[src/cqs_pkg.sv]
`default_nettype none
// ----------------------------------------------------------------------------
// cqs_pkg
// Types and constants shared by the keyed circular queue modules.
// ----------------------------------------------------------------------------
package cqs_pkg;

	localparam int DEFAULT_DEPTH         = 16;
	localparam int DEFAULT_PAYLOAD_WIDTH = 64;

	localparam int CMD_W    = 3;
	localparam int KEY_W    = 32;
	localparam int POS_W    = 4;
	localparam int CNT_W    = 5;
	localparam int STATUS_W = 3;
	localparam int APB_AW   = 3;
	localparam int APB_DW   = 32;

	localparam logic [CNT_W-1:0] CAP_RESET = 5'd16;
	localparam int               CNT_MAX   = (2 ** CNT_W) - 1;

	typedef enum logic [CMD_W-1:0] {
		CMD_ENQUEUE  = 3'd0,
		CMD_DEQUEUE  = 3'd1,
		CMD_PEEK     = 3'd2,
		CMD_FIND_KEY = 3'd3,
		CMD_FIND_POS = 3'd4
	} cmd_t;

	typedef enum logic [STATUS_W-1:0] {
		STS_OK        = 3'd0,
		STS_FULL      = 3'd1,
		STS_EMPTY     = 3'd2,
		STS_NOT_FOUND = 3'd3,
		STS_RANGE     = 3'd4
	} status_t;

	typedef enum logic [1:0] {
		ST_IDLE,
		ST_EXEC,
		ST_READ,
		ST_SCAN
	} state_t;

	// Word index of the capacity register in the APB space.
	localparam logic REG_CAPACITY = 1'b0;

	// Commands from the controller to the datapath.
	typedef struct packed {
		logic    capture;
		logic    enq;
		logic    rd_head;
		logic    rd_pos;
		logic    scan_start;
		logic    scan_step;
		logic    pop;
		logic    res_ram;
		logic    res_zero;
		status_t res_status;
	} dp_ctrl_t;

	// Status from the datapath to the controller.
	typedef struct packed {
		cmd_t cmd;
		logic full;
		logic empty;
		logic range_err;
		logic match;
		logic scan_last;
	} dp_stat_t;

endpackage
`default_nettype wire

[src/cqs_ram.sv]
`default_nettype none
// ----------------------------------------------------------------------------
// cqs_ram
// Simple dual-port RAM: one write port, one read port with registered data.
// ----------------------------------------------------------------------------
module cqs_ram #(
	parameter int WIDTH = 32,
	parameter int DEPTH = 16
) (
	input  wire logic                     clk,
	input  wire logic                     we,
	input  wire logic [$clog2(DEPTH)-1:0] waddr,
	input  wire logic [WIDTH-1:0]         wdata,
	input  wire logic [$clog2(DEPTH)-1:0] raddr,
	output logic      [WIDTH-1:0]         rdata
);

	logic [WIDTH-1:0] mem_q [DEPTH];
	logic [WIDTH-1:0] rdata_q;

	always_ff @(posedge clk) begin
		if (we) begin
			mem_q[waddr] <= wdata;
		end
		rdata_q <= mem_q[raddr];
	end

	assign rdata = rdata_q;

endmodule
`default_nettype wire

[src/cqs_regs.sv]
`default_nettype none
// ----------------------------------------------------------------------------
// cqs_regs
// APB register file holding the capacity register and deriving its clamped value.
// ----------------------------------------------------------------------------
module cqs_regs import cqs_pkg::*; #(
	parameter int DEPTH = DEFAULT_DEPTH
) (
	input  wire logic              clk,
	input  wire logic              arst_n,
	input  wire logic              psel,
	input  wire logic              penable,
	input  wire logic              pwrite,
	input  wire logic [APB_AW-1:0] paddr,
	input  wire logic [APB_DW-1:0] pwdata,
	output logic      [APB_DW-1:0] prdata,
	output logic                   pready,
	output logic                   cfg_clear,
	output logic      [CNT_W-1:0]  eff_cap
);

	localparam logic [CNT_W-1:0] DEPTH_CAP = (DEPTH > CNT_MAX) ? CNT_W'(CNT_MAX)
	                                                            : CNT_W'(DEPTH);

	logic [CNT_W-1:0] cap_q;
	logic             hit;

	assign hit       = (paddr[2] == REG_CAPACITY);
	assign cfg_clear = psel && penable && pwrite && hit;
	assign pready    = 1'b1;

	always_ff @(posedge clk or negedge arst_n) begin
		if (!arst_n) begin
			cap_q <= CAP_RESET;
		end else if (cfg_clear) begin
			cap_q <= pwdata[CNT_W-1:0];
		end
	end

	always_comb begin
		prdata = '0;
		if (hit) begin
			prdata = {{(APB_DW-CNT_W){1'b0}}, cap_q};
		end
	end

	// Zero acts as one slot; anything above the built depth acts as the depth.
	always_comb begin
		eff_cap = cap_q;
		if (cap_q == '0) begin
			eff_cap = CNT_W'(1);
		end else if (cap_q > DEPTH_CAP) begin
			eff_cap = DEPTH_CAP;
		end
	end

endmodule
`default_nettype wire

[src/cqs_ctrl.sv]
`default_nettype none
// ----------------------------------------------------------------------------
// cqs_ctrl
// Command sequencer: decodes each item and steps the datapath through it.
// ----------------------------------------------------------------------------
module cqs_ctrl import cqs_pkg::*; (
	input  wire logic     clk,
	input  wire logic     arst_n,
	input  wire logic     start,
	input  wire dp_stat_t stat,
	output logic          busy,
	output dp_ctrl_t      ctrl
);

	state_t state_q;
	state_t state_d;

	always_ff @(posedge clk or negedge arst_n) begin
		if (!arst_n) begin
			state_q <= ST_IDLE;
		end else begin
			state_q <= state_d;
		end
	end

	always_comb begin
		state_d = state_q;
		ctrl    = '0;
		ctrl.res_status = STS_OK;
		busy    = (state_q != ST_IDLE);
		unique case (state_q)
			ST_IDLE: begin
				if (start) begin
					ctrl.capture = 1'b1;
					state_d      = ST_EXEC;
				end
			end
			ST_EXEC: begin
				state_d = ST_IDLE;
				unique case (stat.cmd) inside
					CMD_ENQUEUE: begin
						if (stat.full) begin
							ctrl.res_zero   = 1'b1;
							ctrl.res_status = STS_FULL;
						end else begin
							ctrl.enq = 1'b1;
						end
					end
					CMD_DEQUEUE, CMD_PEEK: begin
						if (stat.empty) begin
							ctrl.res_zero   = 1'b1;
							ctrl.res_status = STS_EMPTY;
						end else begin
							ctrl.rd_head = 1'b1;
							state_d      = ST_READ;
						end
					end
					CMD_FIND_KEY: begin
						if (stat.empty) begin
							ctrl.res_zero   = 1'b1;
							ctrl.res_status = STS_NOT_FOUND;
						end else begin
							ctrl.scan_start = 1'b1;
							state_d         = ST_SCAN;
						end
					end
					CMD_FIND_POS: begin
						if (stat.range_err) begin
							ctrl.res_zero   = 1'b1;
							ctrl.res_status = STS_RANGE;
						end else begin
							ctrl.rd_pos = 1'b1;
							state_d     = ST_READ;
						end
					end
					default: begin
						ctrl.res_zero   = 1'b1;
						ctrl.res_status = STS_OK;
					end
				endcase
			end
			ST_READ: begin
				ctrl.res_ram = 1'b1;
				ctrl.pop     = (stat.cmd == CMD_DEQUEUE);
				state_d      = ST_IDLE;
			end
			ST_SCAN: begin
				if (stat.match) begin
					ctrl.res_ram = 1'b1;
					state_d      = ST_IDLE;
				end else if (stat.scan_last) begin
					ctrl.res_zero   = 1'b1;
					ctrl.res_status = STS_NOT_FOUND;
					state_d         = ST_IDLE;
				end else begin
					ctrl.scan_step = 1'b1;
				end
			end
			default: begin
				state_d = ST_IDLE;
			end
		endcase
	end

endmodule
`default_nettype wire

[src/cqs_dp.sv]
`default_nettype none
// ----------------------------------------------------------------------------
// cqs_dp
// Queue datapath: ring pointers, occupancy, search walker and result registers.
// ----------------------------------------------------------------------------
module cqs_dp import cqs_pkg::*; #(
	parameter int DEPTH         = DEFAULT_DEPTH,
	parameter int PAYLOAD_WIDTH = DEFAULT_PAYLOAD_WIDTH
) (
	input  wire logic                     clk,
	input  wire logic                     arst_n,
	input  wire dp_ctrl_t                 ctrl,
	output dp_stat_t                      stat,
	input  wire logic                     cfg_clear,
	input  wire logic [CNT_W-1:0]         eff_cap,
	input  wire logic [CMD_W-1:0]         command,
	input  wire logic [KEY_W-1:0]         entry_key,
	input  wire logic [PAYLOAD_WIDTH-1:0] entry_payload,
	input  wire logic [POS_W-1:0]         position,
	output logic                          ram_we,
	output logic      [$clog2(DEPTH)-1:0] ram_waddr,
	output logic      [KEY_W-1:0]         ram_wkey,
	output logic      [PAYLOAD_WIDTH-1:0] ram_wpayload,
	output logic      [$clog2(DEPTH)-1:0] ram_raddr,
	input  wire logic [KEY_W-1:0]         ram_rkey,
	input  wire logic [PAYLOAD_WIDTH-1:0] ram_rpayload,
	output logic                          done,
	output logic      [STATUS_W-1:0]      status,
	output logic      [KEY_W-1:0]         result_key,
	output logic      [PAYLOAD_WIDTH-1:0] result_payload,
	output logic      [POS_W-1:0]         found_position,
	output logic      [CNT_W-1:0]         occupancy
);

	localparam int IDX_W = $clog2(DEPTH);
	localparam int SUM_W = ((IDX_W > CNT_W) ? IDX_W : CNT_W) + 1;

	function automatic logic [IDX_W-1:0] next_slot(input logic [IDX_W-1:0] s,
	                                               input logic [CNT_W-1:0] cap);
		logic [SUM_W-1:0] inc;
		inc = SUM_W'(s) + SUM_W'(1);
		return (inc >= SUM_W'(cap)) ? '0 : inc[IDX_W-1:0];
	endfunction

	logic [IDX_W-1:0]         head_q;
	logic [IDX_W-1:0]         tail_q;
	logic [CNT_W-1:0]         count_q;
	logic [CNT_W-1:0]         off_q;
	logic [IDX_W-1:0]         slot_q;
	logic                     done_q;
	cmd_t                     cmd_q;
	logic [KEY_W-1:0]         key_q;
	logic [PAYLOAD_WIDTH-1:0] pay_q;
	logic [POS_W-1:0]         pos_q;
	logic [STATUS_W-1:0]      status_q;
	logic [KEY_W-1:0]         rkey_q;
	logic [PAYLOAD_WIDTH-1:0] rpay_q;
	logic [POS_W-1:0]         fpos_q;
	logic [CNT_W-1:0]         occ_q;

	logic [SUM_W-1:0]         pos_sum;
	logic [IDX_W-1:0]         pos_slot;
	logic [POS_W-1:0]         ram_fpos;

	// Head plus an offset below the occupancy stays below twice the capacity.
	always_comb begin
		pos_sum = SUM_W'(head_q) + SUM_W'(pos_q);
		if (pos_sum >= SUM_W'(eff_cap)) begin
			pos_sum = pos_sum - SUM_W'(eff_cap);
		end
		pos_slot = pos_sum[IDX_W-1:0];
	end

	always_comb begin
		stat.cmd       = cmd_q;
		stat.full      = (count_q >= eff_cap);
		stat.empty     = (count_q == '0);
		stat.range_err = (CNT_W'(pos_q) >= count_q);
		stat.match     = (ram_rkey == key_q);
		stat.scan_last = ((off_q + CNT_W'(1)) == count_q);
	end

	assign ram_we       = ctrl.enq;
	assign ram_waddr    = tail_q;
	assign ram_wkey     = key_q;
	assign ram_wpayload = pay_q;

	always_comb begin
		ram_raddr = slot_q;
		if (ctrl.rd_head || ctrl.scan_start) begin
			ram_raddr = head_q;
		end else if (ctrl.rd_pos) begin
			ram_raddr = pos_slot;
		end
	end

	always_comb begin
		case (cmd_q)
			CMD_FIND_POS: ram_fpos = pos_q;
			CMD_FIND_KEY: ram_fpos = off_q[POS_W-1:0];
			default:      ram_fpos = '0;
		endcase
	end

	always_ff @(posedge clk or negedge arst_n) begin
		if (!arst_n) begin
			head_q  <= '0;
			tail_q  <= '0;
			count_q <= '0;
			off_q   <= '0;
			done_q  <= 1'b0;
		end else begin
			done_q <= ctrl.enq || ctrl.res_ram || ctrl.res_zero;
			if (cfg_clear) begin
				head_q  <= '0;
				tail_q  <= '0;
				count_q <= '0;
			end else if (ctrl.enq) begin
				tail_q  <= next_slot(tail_q, eff_cap);
				count_q <= count_q + CNT_W'(1);
			end else if (ctrl.pop) begin
				head_q  <= next_slot(head_q, eff_cap);
				count_q <= count_q - CNT_W'(1);
			end
			if (ctrl.scan_start) begin
				off_q <= '0;
			end else if (ctrl.scan_step) begin
				off_q <= off_q + CNT_W'(1);
			end
		end
	end

	always_ff @(posedge clk) begin
		if (ctrl.capture) begin
			cmd_q <= cmd_t'(command);
			key_q <= entry_key;
			pay_q <= entry_payload;
			pos_q <= position;
		end
		if (ctrl.scan_start) begin
			slot_q <= next_slot(head_q, eff_cap);
		end else if (ctrl.scan_step) begin
			slot_q <= next_slot(slot_q, eff_cap);
		end
		if (ctrl.enq) begin
			status_q <= STS_OK;
			rkey_q   <= key_q;
			rpay_q   <= pay_q;
			fpos_q   <= count_q[POS_W-1:0];
			occ_q    <= count_q + CNT_W'(1);
		end else if (ctrl.res_ram) begin
			status_q <= STS_OK;
			rkey_q   <= ram_rkey;
			rpay_q   <= ram_rpayload;
			fpos_q   <= ram_fpos;
			occ_q    <= ctrl.pop ? (count_q - CNT_W'(1)) : count_q;
		end else if (ctrl.res_zero) begin
			status_q <= ctrl.res_status;
			rkey_q   <= '0;
			rpay_q   <= '0;
			fpos_q   <= '0;
			occ_q    <= count_q;
		end
	end

	assign done           = done_q;
	assign status         = status_q;
	assign result_key     = rkey_q;
	assign result_payload = rpay_q;
	assign found_position = fpos_q;
	assign occupancy      = occ_q;

endmodule
`default_nettype wire

[src/circular_queue_with_search_top.sv]
`default_nettype none
// ----------------------------------------------------------------------------
// circular_queue_with_search_top
// Ring-buffer queue of keyed entries with enqueue, dequeue, peek, key search
// and positional read, a capacity register on APB and key/payload RAMs.
// ----------------------------------------------------------------------------
// Enqueue and error results are decided in the execute state; dequeue, peek
// and find by position add one registered RAM read; a key search then reads
// one stored entry per cycle until a key matches or all occupied entries are
// read. A new item may start while done is high.
// Reset empties the queue and sets the capacity to 16; RAM contents are not
// cleared. The receiver cannot stall; each result is shown for one cycle.
module circular_queue_with_search_top import cqs_pkg::*; #(
	parameter int DEPTH         = DEFAULT_DEPTH,
	parameter int PAYLOAD_WIDTH = DEFAULT_PAYLOAD_WIDTH
) (
	input  wire logic                     clk,
	input  wire logic                     arst_n,
	input  wire logic                     psel,
	input  wire logic                     penable,
	input  wire logic                     pwrite,
	input  wire logic [APB_AW-1:0]        paddr,
	input  wire logic [APB_DW-1:0]        pwdata,
	output logic      [APB_DW-1:0]        prdata,
	output logic                          pready,
	input  wire logic                     start,
	output logic                          busy,
	input  wire logic [CMD_W-1:0]         command,
	input  wire logic [KEY_W-1:0]         entry_key,
	input  wire logic [PAYLOAD_WIDTH-1:0] entry_payload,
	input  wire logic [POS_W-1:0]         position,
	output logic                          done,
	output logic      [STATUS_W-1:0]      status,
	output logic      [KEY_W-1:0]         result_key,
	output logic      [PAYLOAD_WIDTH-1:0] result_payload,
	output logic      [POS_W-1:0]         found_position,
	output logic      [CNT_W-1:0]         occupancy
);

	localparam int IDX_W = $clog2(DEPTH);

	dp_ctrl_t                 ctrl;
	dp_stat_t                 stat;
	logic                     cfg_clear;
	logic [CNT_W-1:0]         eff_cap;
	logic                     ram_we;
	logic [IDX_W-1:0]         ram_waddr;
	logic [IDX_W-1:0]         ram_raddr;
	logic [KEY_W-1:0]         ram_wkey;
	logic [KEY_W-1:0]         ram_rkey;
	logic [PAYLOAD_WIDTH-1:0] ram_wpayload;
	logic [PAYLOAD_WIDTH-1:0] ram_rpayload;

	cqs_regs #(
		.DEPTH(DEPTH)
	) u_regs (
		.clk      (clk),
		.arst_n   (arst_n),
		.psel     (psel),
		.penable  (penable),
		.pwrite   (pwrite),
		.paddr    (paddr),
		.pwdata   (pwdata),
		.prdata   (prdata),
		.pready   (pready),
		.cfg_clear(cfg_clear),
		.eff_cap  (eff_cap)
	);

	cqs_ctrl u_ctrl (
		.clk   (clk),
		.arst_n(arst_n),
		.start (start),
		.stat  (stat),
		.busy  (busy),
		.ctrl  (ctrl)
	);

	cqs_dp #(
		.DEPTH        (DEPTH),
		.PAYLOAD_WIDTH(PAYLOAD_WIDTH)
	) u_dp (
		.clk           (clk),
		.arst_n        (arst_n),
		.ctrl          (ctrl),
		.stat          (stat),
		.cfg_clear     (cfg_clear),
		.eff_cap       (eff_cap),
		.command       (command),
		.entry_key     (entry_key),
		.entry_payload (entry_payload),
		.position      (position),
		.ram_we        (ram_we),
		.ram_waddr     (ram_waddr),
		.ram_wkey      (ram_wkey),
		.ram_wpayload  (ram_wpayload),
		.ram_raddr     (ram_raddr),
		.ram_rkey      (ram_rkey),
		.ram_rpayload  (ram_rpayload),
		.done          (done),
		.status        (status),
		.result_key    (result_key),
		.result_payload(result_payload),
		.found_position(found_position),
		.occupancy     (occupancy)
	);

	cqs_ram #(
		.WIDTH(KEY_W),
		.DEPTH(DEPTH)
	) u_key_ram (
		.clk  (clk),
		.we   (ram_we),
		.waddr(ram_waddr),
		.wdata(ram_wkey),
		.raddr(ram_raddr),
		.rdata(ram_rkey)
	);

	cqs_ram #(
		.WIDTH(PAYLOAD_WIDTH),
		.DEPTH(DEPTH)
	) u_payload_ram (
		.clk  (clk),
		.we   (ram_we),
		.waddr(ram_waddr),
		.wdata(ram_wpayload),
		.raddr(ram_raddr),
		.rdata(ram_rpayload)
	);

endmodule
`default_nettype wire

[config.mk]
export PLATFORM = sky130hd
export DESIGN_NAME = circular_queue_with_search_top
export DESIGN_NICKNAME = d
export VERILOG_FILES = /design/src/cqs_pkg.sv /design/src/cqs_ram.sv /design/src/cqs_regs.sv /design/src/cqs_ctrl.sv /design/src/cqs_dp.sv /design/src/circular_queue_with_search_top.sv
export SDC_FILE = /design/constraint.sdc
export NUM_CORES = 2
export LEC_CHECK = 0
export ABC_AREA = 1
export BUFFER_PORTS_ARGS = -buffer_cell sky130_fd_sc_hd__buf_2
export CAP_MARGIN = 20
export CORE_ASPECT_RATIO = 1.5
export CORE_MARGIN = 4
export CORE_UTILIZATION = 30
export CTS_BUF_LIST = sky130_fd_sc_hd__clkbuf_4
export DETAILED_ROUTE_END_ITERATION = 16
export PLACE_DENSITY_LB_ADDON = 0.12
export SYNTH_ARGS = -nofsm -noshare
export SYNTH_HDL_FRONTEND = slang
export SYNTH_SLANG_ARGS = --single-unit
[constraint.sdc]
create_clock -name clk -period 9.1 [get_ports clk]
set_input_delay 0.91 -clock clk [delete_from_list [all_inputs] [get_ports clk]]
set_output_delay 0.91 -clock clk [all_outputs]
set_load 0.005 [all_outputs]
; ---- Word-level counts from Yosys, hierarchy flattened
; Memory sizes are Yosys's and may differ from the RTL's. A register that Yosys moved wholly into a read port is not among the register bits.
; Index checks and enable logic that the tools add are counted.
; W data, S select, Z words.
[totals]
inputBits = 144
elab_cells = 134
reg_bits = 241
mem_count = 2
output_inout_bits = 143
ram_bits = 1536
[mem_list]
columns = memory, words, width, read_ports, rd_ports_with_merged_regs, write_ports, line_no
row1 = u_payload_ram.mem_q, 16, 64, 1, 1, 1, cqs_ram.sv:18  ; logic [WIDTH-1:0] mem_q [DEPTH];
row2 = u_key_ram.mem_q, 16, 32, 1, 1, 1, cqs_ram.sv:18
[op_classes]
n_mux = 68
n_bitwise = 1
add_sub_neg = 8
eq_ne = 12
reduce_logical = 19
order_cmp = 7
[ops]
columns = operator, n
row1 = $mux W64, 3
row2 = $mux W32, 3
row3 = $mux W4, 23
row4 = $mux W5, 11
row5 = $eq A32 B32 Y1, 1
row6 = $ge A5 B5 Y1, 5
row7 = $mux W1, 16
row8 = $pmux W4 S2, 2
row9 = $pmux W4 S4, 1
row10 = $add A4 B1 Y5 const B, 3
row11 = $mux W2, 6
row12 = $add A5 B1 Y5 const B, 2
row13 = $logic_not A5 Y1, 2
row14 = $pmux W2 S4, 1
row15 = $reduce_bool A2 Y1, 4
row16 = $eq A3 B2 Y1 const B, 2
row17 = $pmux W2 S3, 1
row18 = $add A4 B4 Y5, 1
row19 = $eq A5 B5 Y1, 1
row20 = $ge A4 B5 Y1, 1
row21 = $gt A5 B5 Y1 const B, 1
row22 = $sub A5 B1 Y5 const B, 1
row23 = $eq A2 B2 Y1 const B, 2
row24 = $ne A2 B2 Y1 const B, 2
row25 = other kinds (14), 20

; ---- Longest topological paths before layout
[depth]
word_depth = 10
ltp_mapped = 23
ltp_nobuf = 21

; ---- Cells and area by module
; Synthesis repeated with hierarchy kept, for this count alone.
[unflattened]
cells_unflattened = 7223
hier_area_um2 = 79075.8
[by_module_without_submodules]
columns = mod, cells_per_inst, n_inst, area_each_um2, seq_area_each_um2
row1 = cqs_ram (u_payload_ram), 4210, 1, 45285.9, 32030.7
row2 = cqs_ram (u_key_ram), 2121, 1, 22735.6, 16015.4
row3 = cqs_dp, 767, 1, 10271.1, 6901.6
row4 = cqs_regs, 74, 1, 515.5, 126.4
row5 = cqs_ctrl, 51, 1, 267.8, 50.0

; ---- Least setup slack after synthesis
; Ideal clock, no wire load.
[synth_timing]
path_type = register to register
start = register u_regs.cap_q[3]
end = memory u_key_ram.mem_q[30][0], in the netlist u_key_ram.mem_q[15][0], enable pin
synth_period_minus_slack_ns = 9.022
setup_slack_ns = 0.078
required_time_ns = 8.432
setup_ns = 0.668
stages_incl_launch_ff = 12
arrival_time_ns = 8.354
path_buffers = 1
path_cell_list = dfrtp_1 inv_1 nand4_1 nand2_1 nand2_1 ha_1 a21o_1 a21o_1 nor2_1 nand3_1 clkbuf_1 nor3_1
[synth_between]
elab_chain_len = 9
word_cells_on_any_way = 10
classes_between = order compare (2) / mux (7) / reduce/logical (1)
[synth_rtl]
columns = element, line_no
row1 = start: declaration, cqs_regs.sv:25  ; logic [CNT_W-1:0] cap_q;
row2 = start signal: assignment, cqs_regs.sv:36  ; cap_q <= pwdata[CNT_W-1:0];
row3 = $gt A5 B5 Y1, cqs_regs.sv:52  ; end else if (cap_q > DEPTH_CAP) begin
row4 = $mux W5, cqs_regs.sv:52
row5 = $mux W5 (*), cqs_regs.sv:50  ; if (cap_q == '0) begin
row6 = $ge A5 B5 Y1 (*), cqs_dp.sv:76  ; stat.full = (count_q >= eff_cap);
row7 = $mux W1 (*), cqs_ctrl.sv:42  ; if (stat.full) begin
row8 = $mux W1 (*), cqs_ctrl.sv:40  ; unique case (stat.cmd) inside
row9 = $mux W4 (*), cqs_ctrl.sv:31  ; unique case (state_q)
row10 = $mux W1 (*), cqs_ram.sv:22  ; if (we) begin
row11 = $mux W1 (not written as such) (*), cqs_ram.sv:23  ; mem_q[waddr] <= wdata;
row12 = end: declaration, cqs_ram.sv:18
; Every way passes the cells marked *; elsewhere a longest branch is shown, timed or not.

; ---- Final worst setup path
[layout_timing]
start = register u_dp.head_q[0]
end = register u_payload_ram.rdata_q[9], in the netlist u_payload_ram.rdata[9], read port of u_payload_ram.mem_q
[layout_between]
elab_chain_len = 5
word_cells_on_any_way = 6
classes_between = add/sub (2) / order compare (1) / mux (3)
[layout_rtl]
columns = element, line_no
row1 = start: declaration, cqs_dp.sv:45  ; logic [IDX_W-1:0] head_q;
row2 = start signal: assignment, cqs_dp.sv:122  ; head_q <= next_slot(head_q, eff_cap);
row3 = $add A4 B4 Y5, cqs_dp.sv:67  ; pos_sum = SUM_W'(head_q) + SUM_W'(pos_q);
row4 = $sub A4 B4 Y4 / $ge A5 B5 Y1 (equally long branches), "cqs_dp.sv:69, cqs_dp.sv:68"
row5 = $mux W4, cqs_dp.sv:68  ; if (pos_sum >= SUM_W'(eff_cap)) begin
row6 = $mux W4, cqs_dp.sv:92  ; end else if (ctrl.rd_pos) begin
row7 = $mux W4 (*), cqs_dp.sv:90  ; if (ctrl.rd_head || ctrl.scan_start) begin
row8 = end: declaration, cqs_ram.sv:19  ; logic [WIDTH-1:0] rdata_q;
; Marks and branches as above.
; A chain may end at the register's enable or synchronous reset.

==> impl_metrics.yaml <==
run_status:
  status: "complete, no violations"
drt:
  drcViolationCount: 0
  routed_wl_microns: 245000
  avgRoutedWirePerCell_microns: 21.1
  via_count: 53900
  ant_nets: 0
  drt-pass1-iter-count: 6
  detail_route.iter0.violations: 3468
  viasPerCell: 4.64
worst_setup_path:
  crit_top_cell: "nand3_1"
  end_kind: "register"
  reg2reg_from: "u_dp.head_q[0]"
  cp_cell_sequence: "ha_1 -> fa_1 -> nand2_1 -> inv_1 -> o21ai_0 -> nand2_1 -> ha_1 -> a21oi_1 -> nand3_2 -> nand2_1 -> nand3_1 -> nand2_4 -> buf_12 -> buf_4 -> nand3_1 -> nand3_1 -> nand3_1 -> nand3_1 -> nand2_1"
  cp-start-kind: "register"
  rr_endpoint: "u_payload_ram.rdata[9]"
  crit_cells: 19
  worst_path_max_delay_cell: "buf_4"
  crit_buf_inv: 3
  criticalPathCategory: "register to register"
  critPathRequiredTime_ns: 10.20
  crit_path_max_incr_delay_ns: 0.88
  arrival_ns: 6.43
  reg2reg_depth: 19
  crit_path_max_fanout: 170
  ff2ff_setup_slack_ns: 3.77
  cpLargestDelayFamily: "simple AND/OR/NAND/NOR gates"
  cp-endpoint: "u_payload_ram.rdata[9]"
  startpoint: "u_dp.head_q[0]"
die:
  die_x_microns: 429
  die_area_sq_um: 275000
  rows: 231
  die_h_microns: 640
  start_util: 0.302
  ios: 287
  coreArea_sq_um: 264000
timing:
  period_needed_ns: 5.33
  slew_violations: 0
  finClkSkew_ns: 0.0868
  worstMarginPinSlew_ns: 1.37
  finalSetupViolations: 0
  hold_ws_ns: 0.213
  finalCritPeriodShare: 0.586
  hold_viol: 0
  fin_tns_setup_ns: 0
  max_slew_margin: 0.0893
  rsz0062_at_grt: "false"
  max_freq_ghz: 0.188
placed_design:
  place_congestion: 0.738
  placed_cells: 10600
  place_hpwl_microns: 113000
  io_buffer_count: 229
logic_synthesis:
  synth-seq-cells: 1873
  syn_area_per_cell_sq_um: 11.0
  synth_top_family_by_area: "simple AND/OR/NAND/NOR gates"
  yosys.area_share.xor_xnor: 0.00285
  synth.area.mux_share: 0
  synth_compound_area_frac: 0.00776
  synth.distinct_cells: 45
  netlist_area_sq_um: 79800
  yosysWarnings: 0
  synthAdderAreaFrac: 0.00708
  synthFlopType: "edfxtp_1"
  synth-edff-count: 1748
  synthCells: 7237
  yosys.area_share.simple: 0.210
  seq_area_frac_synth: 0.690
  synth-async-reset-ratio: 0.0139
clock_network:
  tritoncts: "yes"
  cts_resized: 0
  cts_sinks: 1873
  clockRootBuffer: "clkbuf_4"
  clk_pin_slew_ns: 0.07
  hold_buffers: 110
  numCtsBuffers: 475
  htreeDepth: 5
  clk_latency_ns: 1.30
  clk_path_buf_depth: 4
  postCtsSetupRepairBufs: 0
global_route:
  grt_pass1_wl_microns: 359000
  grt_max_degree: 171
  grt_pass1_vias: 54500
  grt_usage: 0.174
  grt.overflow.total: 0
  antenna_found_initial: 13
finish:
  final_layout_size_suffix_gt1_frac: 0.143
  nets: 7906
  area_growth_pct: 15.1
  fillers: 26600
  stdcell_count: 11600
pwr:
  clkPwrFrac: 0.265
  power_frac_seq: 0.407
  powerDensity_nw_per_um2: 304
  p_leak_uw: 0.0376
  switching_share: 0.387
  vdd_ir_drop_max_mv: 0.294
  p_comb_frac: 0.327
  power.switching_uw: 10800
  internal_power_uw: 17100
min_path:
  hp-class: "input port to register"
job:
  cap_violations: 0
power groups by stage:
stage                     registers, uW  logic (uW)  clock network [uW]
after floorplan                   11300        6120                   0
after global placement            11600        9270                   0
after detailed placement          11600        9290                   0
after CTS                         11400        9350                7730
after global routing              11500       10200                8150
final                             11400        9130                7410
state kept, by name (all words and copies together), names as in the netlist, 32 cells and up:
| name | count |
|---|---|
| u_dp.ram_wkey | 32 |
| u_dp.result_key | 32 |
| u_payload_ram.mem_q | 1024 |
| u_dp.ram_wpayload | 64 |
| u_key_ram.mem_q | 512 |
| u_dp.result_payload | 64 |
| u_payload_ram.rdata | 64 |
| u_key_ram.rdata | 32 |
worst min-delay path by stage:
stage                                  startpoint                      end  slack (ns)  cells past startpoint
after floorplan            u_payload_ram.rdata[0]   u_dp.result_payload[0]        0.47                      2
after global placement             u_dp.status[0]           u_dp.status[0]        0.48                      2
after detailed placement  u_payload_ram.rdata[47]  u_dp.result_payload[47]        0.49                      2
after CTS                                  pwrite          u_regs.cap_q[4]        0.05                      6
after global routing                     paddr[2]          u_regs.cap_q[0]        0.14                      5
final                                      pwrite          u_regs.cap_q[4]        0.21                      6
metrics by stage:
| step | utilization | setup slack [ns] | instance area, sq um | total power [uW] |
|---|---|---|---|---|
| 3_5_place_dp | 0.320 | 3.91 | 84500 | 20900 |
| 5_1_grt | 0.348 | 3.52 | 91900 | 29900 |
| 6_report | 0.348 | 3.77 | 91900 | 27900 |
| 2_1_floorplan | - | 0.0779 | 79900 | 17400 |
| 3_3_place_gp | 0.319 | 3.81 | 84500 | 20800 |
| 4_1_cts | 0.348 | 3.84 | 91900 | 28500 |
kinds of logic after synthesis:
family                   Yosys count
adder cells (fa/ha/maj)           44
other                              2
AND/OR/NAND/NOR                 3572
AO/OA/AOI/OAI                    102
flip-flops                      1873
buffers and inverters           1618
XOR/XNOR                          26
cell usage after synthesis, types with 4 or more instances:
master    number  area [sq um]
o21ai_0       24           120
inv_1       1152          4320
buf_4         39           293
buf_1         39           146
buf_2        240          1200
a21oi_1       19          95.1
xnor2_1        4          35.0
nor2_1        53           199
nor3_1         8          40.0
o22ai_1       34           213
dfrtp_1       25           626
xor2_1        22           193
nand4_1       17           106
inv_2         12          45.0
nor4_1         5          31.3
ha_1          42           526
nand3_1     1761          8810
nand2_1     1449          5440
dfxtp_1       99          1980
nand3b_1     269          2020
clkbuf_1     133           499
edfxtp_1    1748         52500
per-layer routing:
| layer | up-vias | GRT usage | routed length (microns) |
|---|---|---|---|
| met4 | 14 | 0.0526 | 6060 |
| met1 | 26400 | 0.222 | 107000 |
| met5 | - | 0 | 91 |
| met2 | 1422 | 0.302 | 120000 |
| met3 | 410 | 0.0301 | 12200 |
| li1 | 25700 | - | - |
cell usage in the layout (no fill, tap or decap), types with 28 or more instances in the layout:
cell type / n
clkbuf_4: 761
o22ai_1: 34
edfxtp_1: 1748
nor2_1: 36
nand2_1: 1446
buf_4: 68
nand3_1: 1759
conb_1: 28
dfxtp_1: 99
nand3b_1: 269
clkinv_1: 77
ha_1: 42
buf_2: 229
dlygate4sd3_1: 110
inv_1: 1151
worst register-to-register path: stages (launching register included):
cell,delay [ns]
dfrtp_1,0.48
ha_1,0.26
fa_1,0.39
nand2_1,0.08
inv_1,0.05
o21ai_0,0.13
nand2_1,0.07
ha_1,0.29
a21oi_1,0.32
nand3_2,0.18
nand2_1,0.09
nand3_1,0.12
nand2_4,0.26
buf_12,0.40
buf_4,1.38
nand3_1,0.19
nand3_1,0.13
nand3_1,0.12
nand3_1,0.12
nand2_1,0.09
final cells by class:
type | count | area (sq um) | area share
timing repair buffer | 432 | 3260 | 0.0354
antenna | 13 | 32.5 | 0.000354
clock buffer | 761 | 5710 | 0.0621
clock inverter | 103 | 561 | 0.00610
inverter | 1164 | 4390 | 0.0478
multi-input combinational | 3772 | 18500 | 0.201
tap | 3495 | 4370 | 0.0476
sequential | 1873 | 55100 | 0.600
No activity file was read; power rests on OpenSTA's default activity.
